File: src/mcs_pkg.sv
`timescale 1ns / 1ps
// ----------------------------------------------------------------------------
// mcs_pkg
// Shared constants, types and the arctangent table of the motion command
// shaper.
// ----------------------------------------------------------------------------
`default_nettype none
package mcs_pkg;

    localparam int CORDIC_STEPS = 16;
    localparam int CNT_W        = $clog2(CORDIC_STEPS);

    // Rotator datapath widths: vector scaled by 256, angle in 1/2^24 turn.
    localparam int XW = 27;
    localparam int ZW = 26;

    // Shared multiplier operand widths.
    localparam int MA_W = 29;
    localparam int MB_W = 24;
    localparam int MP_W = MA_W + MB_W;

    localparam logic [16:0] CORDIC_GAIN_Q16 = 17'd39797;
    localparam logic [18:0] TWO_PI_Q16      = 19'd411775;

    // Configuration register indexes.
    localparam logic [2:0] REG_MAX_SPEED      = 3'd0;
    localparam logic [2:0] REG_MAX_SPEED_STEP = 3'd1;
    localparam logic [2:0] REG_MAX_TURN_RATE  = 3'd2;
    localparam logic [2:0] REG_MAX_TURN_STEP  = 3'd3;
    localparam logic [2:0] REG_GAIN_BASE      = 3'd4;
    localparam logic [2:0] REG_GAIN_SPEED     = 3'd5;

    typedef logic signed [XW-1:0] t_cvec;

    // Arctangent of 2^-i in 1/2^24 turn.
    function automatic logic [21:0] atan_entry(input logic [4:0] i);
        logic [21:0] v;
        begin
            case (i)
                5'd0:    v = 22'd2097152;
                5'd1:    v = 22'd1238021;
                5'd2:    v = 22'd654136;
                5'd3:    v = 22'd332050;
                5'd4:    v = 22'd166669;
                5'd5:    v = 22'd83416;
                5'd6:    v = 22'd41718;
                5'd7:    v = 22'd20860;
                5'd8:    v = 22'd10430;
                5'd9:    v = 22'd5215;
                5'd10:   v = 22'd2608;
                5'd11:   v = 22'd1304;
                5'd12:   v = 22'd652;
                5'd13:   v = 22'd326;
                5'd14:   v = 22'd163;
                5'd15:   v = 22'd81;
                5'd16:   v = 22'd41;
                5'd17:   v = 22'd20;
                5'd18:   v = 22'd10;
                5'd19:   v = 22'd5;
                5'd20:   v = 22'd3;
                5'd21:   v = 22'd1;
                5'd22:   v = 22'd1;
                default: v = 22'd0;
            endcase
            return v;
        end
    endfunction

endpackage
`default_nettype wire

File: src/mcs_mul.sv
`timescale 1ns / 1ps
// ----------------------------------------------------------------------------
// mcs_mul
// Shared signed multiplier with a registered product.
// ----------------------------------------------------------------------------
`default_nettype none
module mcs_mul (
    input  wire                                  i_clk,
    input  wire                                  i_en,
    input  wire logic signed [mcs_pkg::MA_W-1:0] i_a,
    input  wire logic signed [mcs_pkg::MB_W-1:0] i_b,
    output logic signed [mcs_pkg::MP_W-1:0]      o_p
);

    logic signed [mcs_pkg::MP_W-1:0] r_p;

    always_ff @(posedge i_clk) begin
        if (i_en) begin
            r_p <= mcs_pkg::MP_W'(i_a) * mcs_pkg::MP_W'(i_b);
        end
    end

    assign o_p = r_p;

endmodule
`default_nettype wire

File: src/mcs_cordic.sv
`timescale 1ns / 1ps
// ----------------------------------------------------------------------------
// mcs_cordic
// Iterative CORDIC rotator, one micro-rotation per cycle, unscaled output.
// ----------------------------------------------------------------------------
`default_nettype none
module mcs_cordic (
    input  wire                   i_clk,
    input  wire                   i_rst_n,
    input  wire                   i_start,
    input  wire logic signed [17:0] i_x,
    input  wire logic signed [17:0] i_y,
    input  wire logic signed [15:0] i_ang,
    output logic                  o_done,
    output mcs_pkg::t_cvec        o_x,
    output mcs_pkg::t_cvec        o_y
);

    localparam int XW = mcs_pkg::XW;
    localparam int ZW = mcs_pkg::ZW;
    localparam int CW = mcs_pkg::CNT_W;

    logic signed [XW-1:0] r_x, r_y, n_x, n_y, x0, y0, dx, dy;
    logic signed [ZW-1:0] r_z, n_z, z0, at;
    logic [CW-1:0]        r_i;
    logic                 r_busy, r_done;

    always_comb begin
        x0 = XW'(i_x) <<< 8;
        y0 = XW'(i_y) <<< 8;
        z0 = ZW'(i_ang) <<< 8;
        // Angles beyond a quarter turn are brought back by a half turn.
        if (i_ang > 16'sd16384) begin
            x0 = -x0;
            y0 = -y0;
            z0 = z0 - (ZW'(1) <<< 23);
        end else if (i_ang < -16'sd16384) begin
            x0 = -x0;
            y0 = -y0;
            z0 = z0 + (ZW'(1) <<< 23);
        end
        dx = r_y >>> r_i;
        dy = r_x >>> r_i;
        at = $signed(ZW'(mcs_pkg::atan_entry(5'(r_i))));
        if (r_z >= 0) begin
            n_x = r_x - dx;
            n_y = r_y + dy;
            n_z = r_z - at;
        end else begin
            n_x = r_x + dx;
            n_y = r_y - dy;
            n_z = r_z + at;
        end
    end

    always_ff @(posedge i_clk) begin
        if (!i_rst_n) begin
            r_busy <= 1'b0;
            r_done <= 1'b0;
            r_i    <= '0;
        end else begin
            r_done <= 1'b0;
            if (i_start) begin
                r_x    <= x0;
                r_y    <= y0;
                r_z    <= z0;
                r_i    <= '0;
                r_busy <= 1'b1;
            end else if (r_busy) begin
                r_x <= n_x;
                r_y <= n_y;
                r_z <= n_z;
                if (r_i == CW'(mcs_pkg::CORDIC_STEPS - 1)) begin
                    r_busy <= 1'b0;
                    r_done <= 1'b1;
                end else begin
                    r_i <= r_i + 1'b1;
                end
            end
        end
    end

    assign o_done = r_done;
    assign o_x    = r_x;
    assign o_y    = r_y;

endmodule
`default_nettype wire

File: src/mcs_sqdiv.sv
`timescale 1ns / 1ps
// ----------------------------------------------------------------------------
// mcs_sqdiv
// Shift-subtract unit: integer square root (two bits per cycle) or
// restoring division (one quotient bit per cycle).
// ----------------------------------------------------------------------------
`default_nettype none
module mcs_sqdiv (
    input  wire              i_clk,
    input  wire              i_rst_n,
    input  wire              i_start,
    input  wire              i_is_div,
    input  wire logic [33:0] i_num,
    input  wire logic [16:0] i_den,
    output logic             o_done,
    output logic [16:0]      o_result
);

    logic [33:0] r_v, r_r, n_v, n_r, bitv, t;
    logic [17:0] rs;
    logic [16:0] r_den;
    logic [4:0]  r_cnt;
    logic        r_busy, r_div, r_done;

    always_comb begin
        bitv = 34'd1 << {r_cnt, 1'b0};
        t    = r_r + bitv;
        rs   = {r_r[16:0], r_v[31]};
        if (r_div) begin
            if (rs >= {1'b0, r_den}) begin
                n_r = {16'd0, rs - {1'b0, r_den}};
                n_v = {2'b00, r_v[30:0], 1'b1};
            end else begin
                n_r = {16'd0, rs};
                n_v = {2'b00, r_v[30:0], 1'b0};
            end
        end else if (r_v >= t) begin
            n_v = r_v - t;
            n_r = (r_r >> 1) + bitv;
        end else begin
            n_v = r_v;
            n_r = r_r >> 1;
        end
    end

    always_ff @(posedge i_clk) begin
        if (!i_rst_n) begin
            r_busy <= 1'b0;
            r_done <= 1'b0;
            r_cnt  <= '0;
            r_div  <= 1'b0;
        end else begin
            r_done <= 1'b0;
            if (i_start) begin
                r_v    <= i_num;
                r_r    <= '0;
                r_den  <= i_den;
                r_div  <= i_is_div;
                r_cnt  <= i_is_div ? 5'd31 : 5'd16;
                r_busy <= 1'b1;
            end else if (r_busy) begin
                r_v <= n_v;
                r_r <= n_r;
                if (r_cnt == 5'd0) begin
                    r_busy <= 1'b0;
                    r_done <= 1'b1;
                end else begin
                    r_cnt <= r_cnt - 1'b1;
                end
            end
        end
    end

    assign o_done   = r_done;
    assign o_result = r_div ? r_v[16:0] : r_r[16:0];

endmodule
`default_nettype wire

File: src/motion_command_shaper_top.sv
`timescale 1ns / 1ps
// ----------------------------------------------------------------------------
// motion_command_shaper_top
// Per-tick velocity command limiter with slew rate, built around one shared
// multiplier, a CORDIC rotator and a shift-subtract root/divide unit.
// ----------------------------------------------------------------------------
//  Channel   Handshake                 Payload
//  command   i_valid / o_ready         i_target_vx ... i_current_heading
//  drive     o_valid / i_ready         o_drive_vx, o_drive_vy, o_drive_turn_rate
//  config    i_cfg_valid / o_cfg_ready i_cfg_index, i_cfg_data
//
// The result of an item comes soonest in body frame with the turn rate given
// and no speed limiting, and latest in world frame with heading hold and
// speed limiting; the next item is taken only once the sequencer is idle.
// The longest parts are the two 32-step divisions of the speed limiter and
// the 17-step square root in the shift-subtract unit, then the CORDIC steps.
// Reset clears the smoothed state and loads the register defaults.
// A new item may be taken while the previous result waits; the final slew
// step then holds until that result has been taken.
// ----------------------------------------------------------------------------
`default_nettype none
module motion_command_shaper_top (
    input  wire                   i_clk,
    input  wire                   i_rst_n,
    input  wire                   i_valid,
    output logic                  o_ready,
    input  wire logic signed [15:0] i_target_vx,
    input  wire logic signed [15:0] i_target_vy,
    input  wire                   i_frame_is_local,
    input  wire                   i_heading_mode,
    input  wire logic signed [15:0] i_target_turn_rate,
    input  wire logic signed [15:0] i_target_heading,
    input  wire logic signed [15:0] i_current_heading,
    output logic                  o_valid,
    input  wire                   i_ready,
    output logic signed [15:0]    o_drive_vx,
    output logic signed [15:0]    o_drive_vy,
    output logic signed [15:0]    o_drive_turn_rate,
    input  wire                   i_cfg_valid,
    output logic                  o_cfg_ready,
    input  wire logic [2:0]       i_cfg_index,
    input  wire logic [15:0]      i_cfg_data
);

    localparam int MA_W = mcs_pkg::MA_W;
    localparam int MB_W = mcs_pkg::MB_W;
    localparam int MP_W = mcs_pkg::MP_W;

    // Sequencer states.
    localparam logic [4:0] S_IDLE   = 5'd0;
    localparam logic [4:0] S_RSTART = 5'd1;
    localparam logic [4:0] S_RWAIT  = 5'd2;
    localparam logic [4:0] S_GX     = 5'd3;
    localparam logic [4:0] S_GY     = 5'd4;
    localparam logic [4:0] S_GW     = 5'd5;
    localparam logic [4:0] S_SQX    = 5'd6;
    localparam logic [4:0] S_SQY    = 5'd7;
    localparam logic [4:0] S_SQS    = 5'd8;
    localparam logic [4:0] S_RTW    = 5'd9;
    localparam logic [4:0] S_HG     = 5'd10;
    localparam logic [4:0] S_HG2    = 5'd11;
    localparam logic [4:0] S_HE     = 5'd12;
    localparam logic [4:0] S_HE2    = 5'd13;
    localparam logic [4:0] S_HK1    = 5'd14;
    localparam logic [4:0] S_HK2    = 5'd15;
    localparam logic [4:0] S_HK3    = 5'd16;
    localparam logic [4:0] S_LIM    = 5'd17;
    localparam logic [4:0] S_DXS    = 5'd18;
    localparam logic [4:0] S_DXW    = 5'd19;
    localparam logic [4:0] S_DYM    = 5'd20;
    localparam logic [4:0] S_DYS    = 5'd21;
    localparam logic [4:0] S_DYW    = 5'd22;
    localparam logic [4:0] S_SLEW   = 5'd23;

    // Configuration registers.
    logic [14:0] r_max_speed, r_max_speed_step, r_max_turn_rate, r_max_turn_step;
    logic [15:0] r_gain_base, r_gain_speed;

    // Item registers.
    logic [4:0]         r_state;
    logic signed [17:0] r_vx, r_vy;
    logic               r_hold;
    logic signed [15:0] r_th, r_ch;
    logic signed [29:0] r_turn;
    logic [33:0]        r_sq;
    logic [16:0]        r_speed;
    logic [21:0]        r_gain;
    logic signed [39:0] r_p1;
    logic signed [59:0] r_tacc;
    logic               r_ovalid;
    logic signed [17:0] r_svx, r_svy;
    logic signed [16:0] r_sturn;

    // Shared unit connections.
    logic                   mul_en;
    logic signed [MA_W-1:0] mul_a;
    logic signed [MB_W-1:0] mul_b;
    logic signed [MP_W-1:0] mul_p;
    logic                   cor_start, cor_done;
    mcs_pkg::t_cvec         cor_x, cor_y;
    logic                   sd_start, sd_div, sd_done;
    logic [33:0]            sd_num;
    logic [16:0]            sd_res;

    logic               accept, slew_go;
    logic signed [15:0] ang, err;
    logic [16:0]        abs_vx, abs_vy;
    logic signed [17:0] rot_res;
    logic signed [59:0] tsum;
    logic signed [16:0] tturn, lim_t;
    logic signed [18:0] dvx, dvy, stv;
    logic signed [17:0] dtn, stt;

    assign accept      = i_valid && o_ready;
    assign o_ready     = (r_state == S_IDLE);
    assign o_cfg_ready = 1'b1;
    assign slew_go     = (r_state == S_SLEW) && (!r_ovalid || i_ready);

    assign ang    = 16'sd0 - r_ch;
    assign err    = r_th - r_ch;
    assign abs_vx = r_vx[17] ? 17'(-r_vx) : r_vx[16:0];
    assign abs_vy = r_vy[17] ? 17'(-r_vy) : r_vy[16:0];
    // Undo CORDIC gain, rounding half up.
    assign rot_res = 18'((mul_p + (MP_W'(1) <<< 23)) >>> 24);
    assign tsum    = r_tacc + 60'(mul_p);

    mcs_mul u_mul (
        .i_clk (i_clk),
        .i_en  (mul_en),
        .i_a   (mul_a),
        .i_b   (mul_b),
        .o_p   (mul_p)
    );

    mcs_cordic u_cordic (
        .i_clk   (i_clk),
        .i_rst_n (i_rst_n),
        .i_start (cor_start),
        .i_x     (r_vx),
        .i_y     (r_vy),
        .i_ang   (ang),
        .o_done  (cor_done),
        .o_x     (cor_x),
        .o_y     (cor_y)
    );

    mcs_sqdiv u_sqdiv (
        .i_clk    (i_clk),
        .i_rst_n  (i_rst_n),
        .i_start  (sd_start),
        .i_is_div (sd_div),
        .i_num    (sd_num),
        .i_den    (r_speed),
        .o_done   (sd_done),
        .o_result (sd_res)
    );

    // Operand selection for the shared multiplier and unit starts.
    always_comb begin
        mul_en    = 1'b1;
        mul_a     = '0;
        mul_b     = '0;
        cor_start = 1'b0;
        sd_start  = 1'b0;
        sd_div    = 1'b0;
        sd_num    = r_sq + 34'(mul_p);
        case (r_state)
            S_RSTART: cor_start = 1'b1;
            S_GX: begin
                mul_a = MA_W'(cor_x);
                mul_b = $signed(MB_W'(mcs_pkg::CORDIC_GAIN_Q16));
            end
            S_GY: begin
                mul_a = MA_W'(cor_y);
                mul_b = $signed(MB_W'(mcs_pkg::CORDIC_GAIN_Q16));
            end
            S_SQX: begin
                mul_a = MA_W'(r_vx);
                mul_b = MB_W'(r_vx);
            end
            S_SQY: begin
                mul_a = MA_W'(r_vy);
                mul_b = MB_W'(r_vy);
            end
            S_SQS: begin
                mul_en   = 1'b0;
                sd_start = 1'b1;
            end
            S_HG: begin
                mul_a = $signed(MA_W'(r_speed));
                mul_b = $signed(MB_W'(r_gain_speed));
            end
            S_HE: begin
                mul_a = MA_W'(err);
                mul_b = $signed(MB_W'(r_gain));
            end
            S_HK1: begin
                mul_a = MA_W'(r_p1 >>> 19);
                mul_b = $signed(MB_W'(mcs_pkg::TWO_PI_Q16));
            end
            S_HK2: begin
                mul_a = $signed(MA_W'(r_p1[18:0]));
                mul_b = $signed(MB_W'(mcs_pkg::TWO_PI_Q16));
            end
            S_LIM: begin
                mul_a = $signed(MA_W'(abs_vx));
                mul_b = $signed(MB_W'(r_max_speed));
            end
            S_DYM: begin
                mul_a = $signed(MA_W'(abs_vy));
                mul_b = $signed(MB_W'(r_max_speed));
            end
            S_DXS, S_DYS: begin
                mul_en   = 1'b0;
                sd_start = 1'b1;
                sd_div   = 1'b1;
                sd_num   = 34'(mul_p);
            end
            default: mul_en = 1'b0;
        endcase
    end

    // Clamp of the turn target and the three slew steps.
    always_comb begin
        if (r_turn > $signed({15'd0, r_max_turn_rate})) begin
            tturn = $signed({2'b00, r_max_turn_rate});
        end else if (r_turn < -$signed({15'd0, r_max_turn_rate})) begin
            tturn = -$signed({2'b00, r_max_turn_rate});
        end else begin
            tturn = 17'(r_turn);
        end
        lim_t = tturn;
        dvx = 19'(r_vx) - 19'(r_svx);
        dvy = 19'(r_vy) - 19'(r_svy);
        dtn = 18'(lim_t) - 18'(r_sturn);
        stv = $signed({4'd0, r_max_speed_step});
        stt = $signed({3'd0, r_max_turn_step});
        if (dvx > stv) dvx = stv;
        else if (dvx < -stv) dvx = -stv;
        if (dvy > stv) dvy = stv;
        else if (dvy < -stv) dvy = -stv;
        if (dtn > stt) dtn = stt;
        else if (dtn < -stt) dtn = -stt;
    end

    always_ff @(posedge i_clk) begin
        if (!i_rst_n) begin
            r_state          <= S_IDLE;
            r_ovalid         <= 1'b0;
            r_svx            <= '0;
            r_svy            <= '0;
            r_sturn          <= '0;
            r_max_speed      <= 15'd8192;
            r_max_speed_step <= 15'd16;
            r_max_turn_rate  <= 15'd10240;
            r_max_turn_step  <= 15'd64;
            r_gain_base      <= 16'd256;
            r_gain_speed     <= 16'd0;
        end else begin
            if (i_cfg_valid) begin
                case (i_cfg_index)
                    mcs_pkg::REG_MAX_SPEED:      r_max_speed      <= i_cfg_data[14:0];
                    mcs_pkg::REG_MAX_SPEED_STEP: r_max_speed_step <= i_cfg_data[14:0];
                    mcs_pkg::REG_MAX_TURN_RATE:  r_max_turn_rate  <= i_cfg_data[14:0];
                    mcs_pkg::REG_MAX_TURN_STEP:  r_max_turn_step  <= i_cfg_data[14:0];
                    mcs_pkg::REG_GAIN_BASE:      r_gain_base      <= i_cfg_data;
                    mcs_pkg::REG_GAIN_SPEED:     r_gain_speed     <= i_cfg_data;
                    default: ;
                endcase
            end

            // A new result takes the output register; otherwise it empties
            // once the waiting result has been taken.
            if (slew_go) begin
                r_ovalid <= 1'b1;
            end else if (o_valid && i_ready) begin
                r_ovalid <= 1'b0;
            end

            case (r_state)
                S_IDLE: begin
                    if (accept) begin
                        r_vx    <= 18'(i_target_vx);
                        r_vy    <= 18'(i_target_vy);
                        r_hold  <= i_heading_mode;
                        r_th    <= i_target_heading;
                        r_ch    <= i_current_heading;
                        r_turn  <= 30'(i_target_turn_rate);
                        r_state <= i_frame_is_local ? S_SQX : S_RSTART;
                    end
                end
                S_RSTART: r_state <= S_RWAIT;
                S_RWAIT:  if (cor_done) r_state <= S_GX;
                S_GX:     r_state <= S_GY;
                S_GY: begin
                    r_vx    <= rot_res;
                    r_state <= S_GW;
                end
                S_GW: begin
                    r_vy    <= rot_res;
                    r_state <= S_SQX;
                end
                S_SQX: r_state <= S_SQY;
                S_SQY: begin
                    r_sq    <= 34'(mul_p);
                    r_state <= S_SQS;
                end
                S_SQS: r_state <= S_RTW;
                S_RTW: begin
                    if (sd_done) begin
                        r_speed <= sd_res;
                        r_state <= r_hold ? S_HG : S_LIM;
                    end
                end
                S_HG: r_state <= S_HG2;
                S_HG2: begin
                    r_gain  <= 22'(r_gain_base) + 22'(mul_p >>> 12);
                    r_state <= S_HE;
                end
                S_HE: r_state <= S_HE2;
                S_HE2: begin
                    r_p1    <= 40'(mul_p);
                    r_state <= S_HK1;
                end
                S_HK1: r_state <= S_HK2;
                S_HK2: begin
                    r_tacc  <= 60'(mul_p) <<< 19;
                    r_state <= S_HK3;
                end
                S_HK3: begin
                    r_turn  <= 30'(tsum >>> 30);
                    r_state <= S_LIM;
                end
                S_LIM: begin
                    r_state <= (r_speed > {2'b00, r_max_speed}) ? S_DXS : S_SLEW;
                end
                S_DXS: r_state <= S_DXW;
                S_DXW: begin
                    if (sd_done) begin
                        r_vx    <= r_vx[17] ? -$signed({1'b0, sd_res})
                                            : $signed({1'b0, sd_res});
                        r_state <= S_DYM;
                    end
                end
                S_DYM: r_state <= S_DYS;
                S_DYS: r_state <= S_DYW;
                S_DYW: begin
                    if (sd_done) begin
                        r_vy    <= r_vy[17] ? -$signed({1'b0, sd_res})
                                            : $signed({1'b0, sd_res});
                        r_state <= S_SLEW;
                    end
                end
                S_SLEW: begin
                    if (slew_go) begin
                        r_svx    <= 18'(19'(r_svx) + dvx);
                        r_svy    <= 18'(19'(r_svy) + dvy);
                        r_sturn  <= 17'(18'(r_sturn) + dtn);
                        r_state  <= S_IDLE;
                    end
                end
                default: r_state <= S_IDLE;
            endcase
        end
    end

    assign o_valid           = r_ovalid;
    assign o_drive_vx        = r_svx[15:0];
    assign o_drive_vy        = r_svy[15:0];
    assign o_drive_turn_rate = r_sturn[15:0];

endmodule
`default_nettype wire
File: config.mk
export PLATFORM = sky130hd
export DESIGN_NAME = motion_command_shaper_top
export DESIGN_NICKNAME = d
export VERILOG_FILES = /design/src/mcs_pkg.sv /design/src/mcs_mul.sv /design/src/mcs_cordic.sv /design/src/mcs_sqdiv.sv /design/src/motion_command_shaper_top.sv
export SDC_FILE = /design/constraint.sdc
export NUM_CORES = 2
export LEC_CHECK = 0
export ABC_AREA = 1
export BUFFER_PORTS_ARGS = -buffer_cell sky130_fd_sc_hd__buf_2
export CAP_MARGIN = 10
export CORE_AREA = 2 2 471 473
export CTS_CLUSTER_SIZE = 30
export DETAILED_ROUTE_END_ITERATION = 8
export DIE_AREA = 0 0 473 475
export GPL_TIMING_DRIVEN = 0
export SETUP_SLACK_MARGIN = 0.5
export SLEW_MARGIN = 20
export SYNTH_ARGS = -nofsm -noshare
export SYNTH_HDL_FRONTEND = slang
export SYNTH_HIERARCHICAL = 1
export SYNTH_SLANG_ARGS = --single-unit
File: constraint.sdc
create_clock -name i_clk -period 9.4 [get_ports i_clk]
set_input_delay 1.88 -clock i_clk [delete_from_list [all_inputs] [get_ports i_clk]]
set_output_delay 1.88 -clock i_clk [all_outputs]
set_load 0.02 [all_outputs]
==> impl_metrics.env <==
export IMPL_finalClockSkew_ps=34.6
export IMPL_ys_ff_latch=658
export IMPL_holdCritPathClass="reg2reg"
export IMPL_crit_slowest_cell="fa_1"
export IMPL_powerDensity_nw_per_um2=249
export IMPL_portBuffers=155
export IMPL_cp_required_ps=9870
export IMPL_worstPathArrival_ps=9330
export IMPL_grt_max_degree=51
export IMPL_syn_num_nets=13700
export IMPL_final_cells=15600
export IMPL_synth_top_area_share=0.168
export IMPL_io_pins=157
export IMPL_fin_crit_sh=0.942
export IMPL_power_mw=24.9
export IMPL_cp_start_kind="flip-flop"
export IMPL_finalHoldWorstSlack_ps=458
export IMPL_preCtsSetupSlack_ps=-2030
export IMPL_vias=85200
export IMPL_finalHoldViolations=0
export IMPL_fp_dieW_um=473
export IMPL_die_area_um2=225000
export IMPL_htree_levels=3
export IMPL_yosys_most_used_dff="edfxtp_1"
export IMPL_cts_path_max_buffers=3
export IMPL_grt_overflow=0
export IMPL_ys_seq_area_frac=0.205
export IMPL_root_buffer="clkbuf_16"
export IMPL_first_pass_iters=9
export IMPL_area_growth_pct=14.2
export IMPL_leakagePower_nw=49.8
export IMPL_outcome="finished, violations left"
export IMPL_die_h_um=475
export IMPL_synthDistinctLibCells=81
export IMPL_relSlewSlack=0.206
export IMPL_clk_latency_ps=750
export IMPL_final_cell_mix="2920 x nand2_1, 2259 x inv_1, 767 x nor2_1"
export IMPL_drt_iter0_markers=9153
export IMPL_remaining_drc_errors=2
export IMPL_crit_type="reg2reg"
export IMPL_cts_hold_buffers=0
export IMPL_max_freq_mhz=113
export IMPL_routed_wl_um=360000
export IMPL_worstPathMaxFanout=10
export IMPL_yosys_area_top_type="fa_1"
export IMPL_finalCriticalPeriod_ps=8860
export IMPL_placed_cells=15200
export IMPL_initial_utilization=0.399
export IMPL_clock_sinks=658
export IMPL_synthesis_area_um2=87300
export IMPL_grt_pass1_vias=80100
export IMPL_cts_buffers=81
export IMPL_nets=14100
export IMPL_violations="design-rule violations"
export IMPL_finalWorstSetupSlack_ps=545
export IMPL_fp_coreArea_um2=219000
export IMPL_grt_setup_unrepaired="true"
export IMPL_avgSynthCellArea_um2=7.18
export IMPL_final_common_cell="nand2_1"
export IMPL_grt_pass1_wl_um=520000
export IMPL_cts_tree="built"
export IMPL_setup_viol=0
export IMPL_clk_pin_slew_ps=60
export IMPL_routabilityCongestion=1.06
export IMPL_slowest_delay_ps=580
export IMPL_grt_use_total=0.312
export IMPL_ir_worst_vdd_mv=0.165
export IMPL_maxSlewViolCount=0
export IMPL_drv_cap=0
export IMPL_num_rows=172
export IMPL_yosys_warnings=6
export IMPL_synth_edff_count=471
export IMPL_drt_wirelength_per_cell_um=23.2
export IMPL_drive_gt1_frac=0.110
export IMPL_end_kind="flip-flop"
export IMPL_syn_inst=12200
export IMPL_via_per_inst=5.48
export IMPL_synthArstFlopShare=0
export IMPL_ant_nets=0
export IMPL_finalSetupTns_ps=0
export IMPL_post_dp_hpwl_um=288000
export IMPL_synth_area_top_cells="fa_1 17%, edfxtp_1 16%, nand2_1 13%"
export IMPL_antenna_found_initial=13
export IMPL_tightest_slew_ps=1190
## metal layers
metal / GRT usage / vias to the layer above / wire length (um)
met4: 0.203 / 14 / 27900
met1: 0.402 / 40200 / 144000
li1: - / 39800 / -
met3: 0.0664 / 1012 / 34700
met5: 0 / - / 98
met2: 0.473 / 4195 / 154000
## cell usage after synthesis, types with 32 or more instances
cell	number
nand2_2	40
buf_2	42
o21ai_1	75
nor3_1	147
nand4_1	112
o221ai_1	42
buf_4	53
dfxtp_1	187
o21a_1	32
o21ai_0	666
a31oi_1	72
a21oi_1	755
o21bai_1	45
o211ai_1	82
fa_1	731
inv_1	2311
or2_2	47
clkbuf_1	259
nor2_1	826
xor2_1	255
nand2_1	2997
edfxtp_1	471
xnor2_1	119
nand3_1	654
ha_1	696
## state kept, by name, summed over array words and instances (netlist names), 18 cells and up
| register | cells |
|---|---|
| r_turn | 30 |
| u_cordic/o_x | 27 |
| r_vy | 18 |
| u_cordic/r_z | 26 |
| r_gain | 22 |
| r_svy | 18 |
| r_sq | 34 |
| u_cordic/at | 22 |
| u_sqdiv/r_v | 34 |
| r_vx | 18 |
| r_svx | 18 |
| r_p1 | 40 |
| u_cordic/o_y | 27 |
| u_mul/o_p | 53 |
| r_tacc | 41 |
| u_sqdiv/r_r | 34 |
## path summary, 6_finish.rpt
kind                   start          endpoint  slack [ps]  cells past startpoint
setup / recovery  r_state[1]     u_mul/o_p[51]         540                     34
hold / removal    r_speed[0]  u_sqdiv/r_den[0]         460                      0
setup reg to reg  r_state[1]     u_mul/o_p[51]         540                     34
hold reg to reg   r_speed[0]  u_sqdiv/r_den[0]         460                      0
## area by class of cell
type                            count  area, um^2
Timing Repair Buffer              356        2820
Sequential cell                   658       17900
Clock buffer                      103        2180
Inverter                         2345        8820
Clock inverter                     49         696
Antenna cell                        9        22.5
Multi-Input combinational cell   8766       61300
Buffer                            400        2420
Fill cell                       22400      119000
Tap cell                         2871        3590
## logic make-up after synthesis
logic type	after synthesis	synth area share
and+or+nand+nor	4966	0.238
buffers and inverters	2745	0.122
AOI/OAI and AO/OA	1996	0.130
adders and majority gates	1427	0.267
DFF	658	0.205
xor gates and xnor gates	376	0.0379
other	1	0.0000429
## repair_timing
action,4_1_cts,5_1_grt
setup buffers,87,83
pin swaps,55,238
endpoints found under the setup margin,58,50
hold endpoints to repair,0,0
gates resized for setup,370,569
cloned,1,4
## through the flow
stage	util	instance area, um^2
6_report	0.455	99800
4_1_cts	0.443	97100
3_3_place_gp	0.419	91700
3_5_place_dp	0.421	92200
2_1_floorplan	-	87300
5_1_grt	0.455	99700
## worst max-delay path: cells and delay by family (launching register included)
kind                     cells  cell delay (ps)
adder cells (fa/ha/maj)      8             3770
AO/OA/AOI/OAI                3              800
flip-flops                   1              390
buffers and inverters       11             1960
AND/OR/NAND/NOR             12             1680
## power by group
part	switching, mW	total (mW)	internal [mW]	leakage, nW
Combinational	10.7	16.2	5.52	42.6
Sequential	1.14	5.13	3.99	5.83
Clock	1.48	3.51	2.03	1.37
Total	13.3	24.9	11.5	49.8
Power figures use the tool's default switching activity.
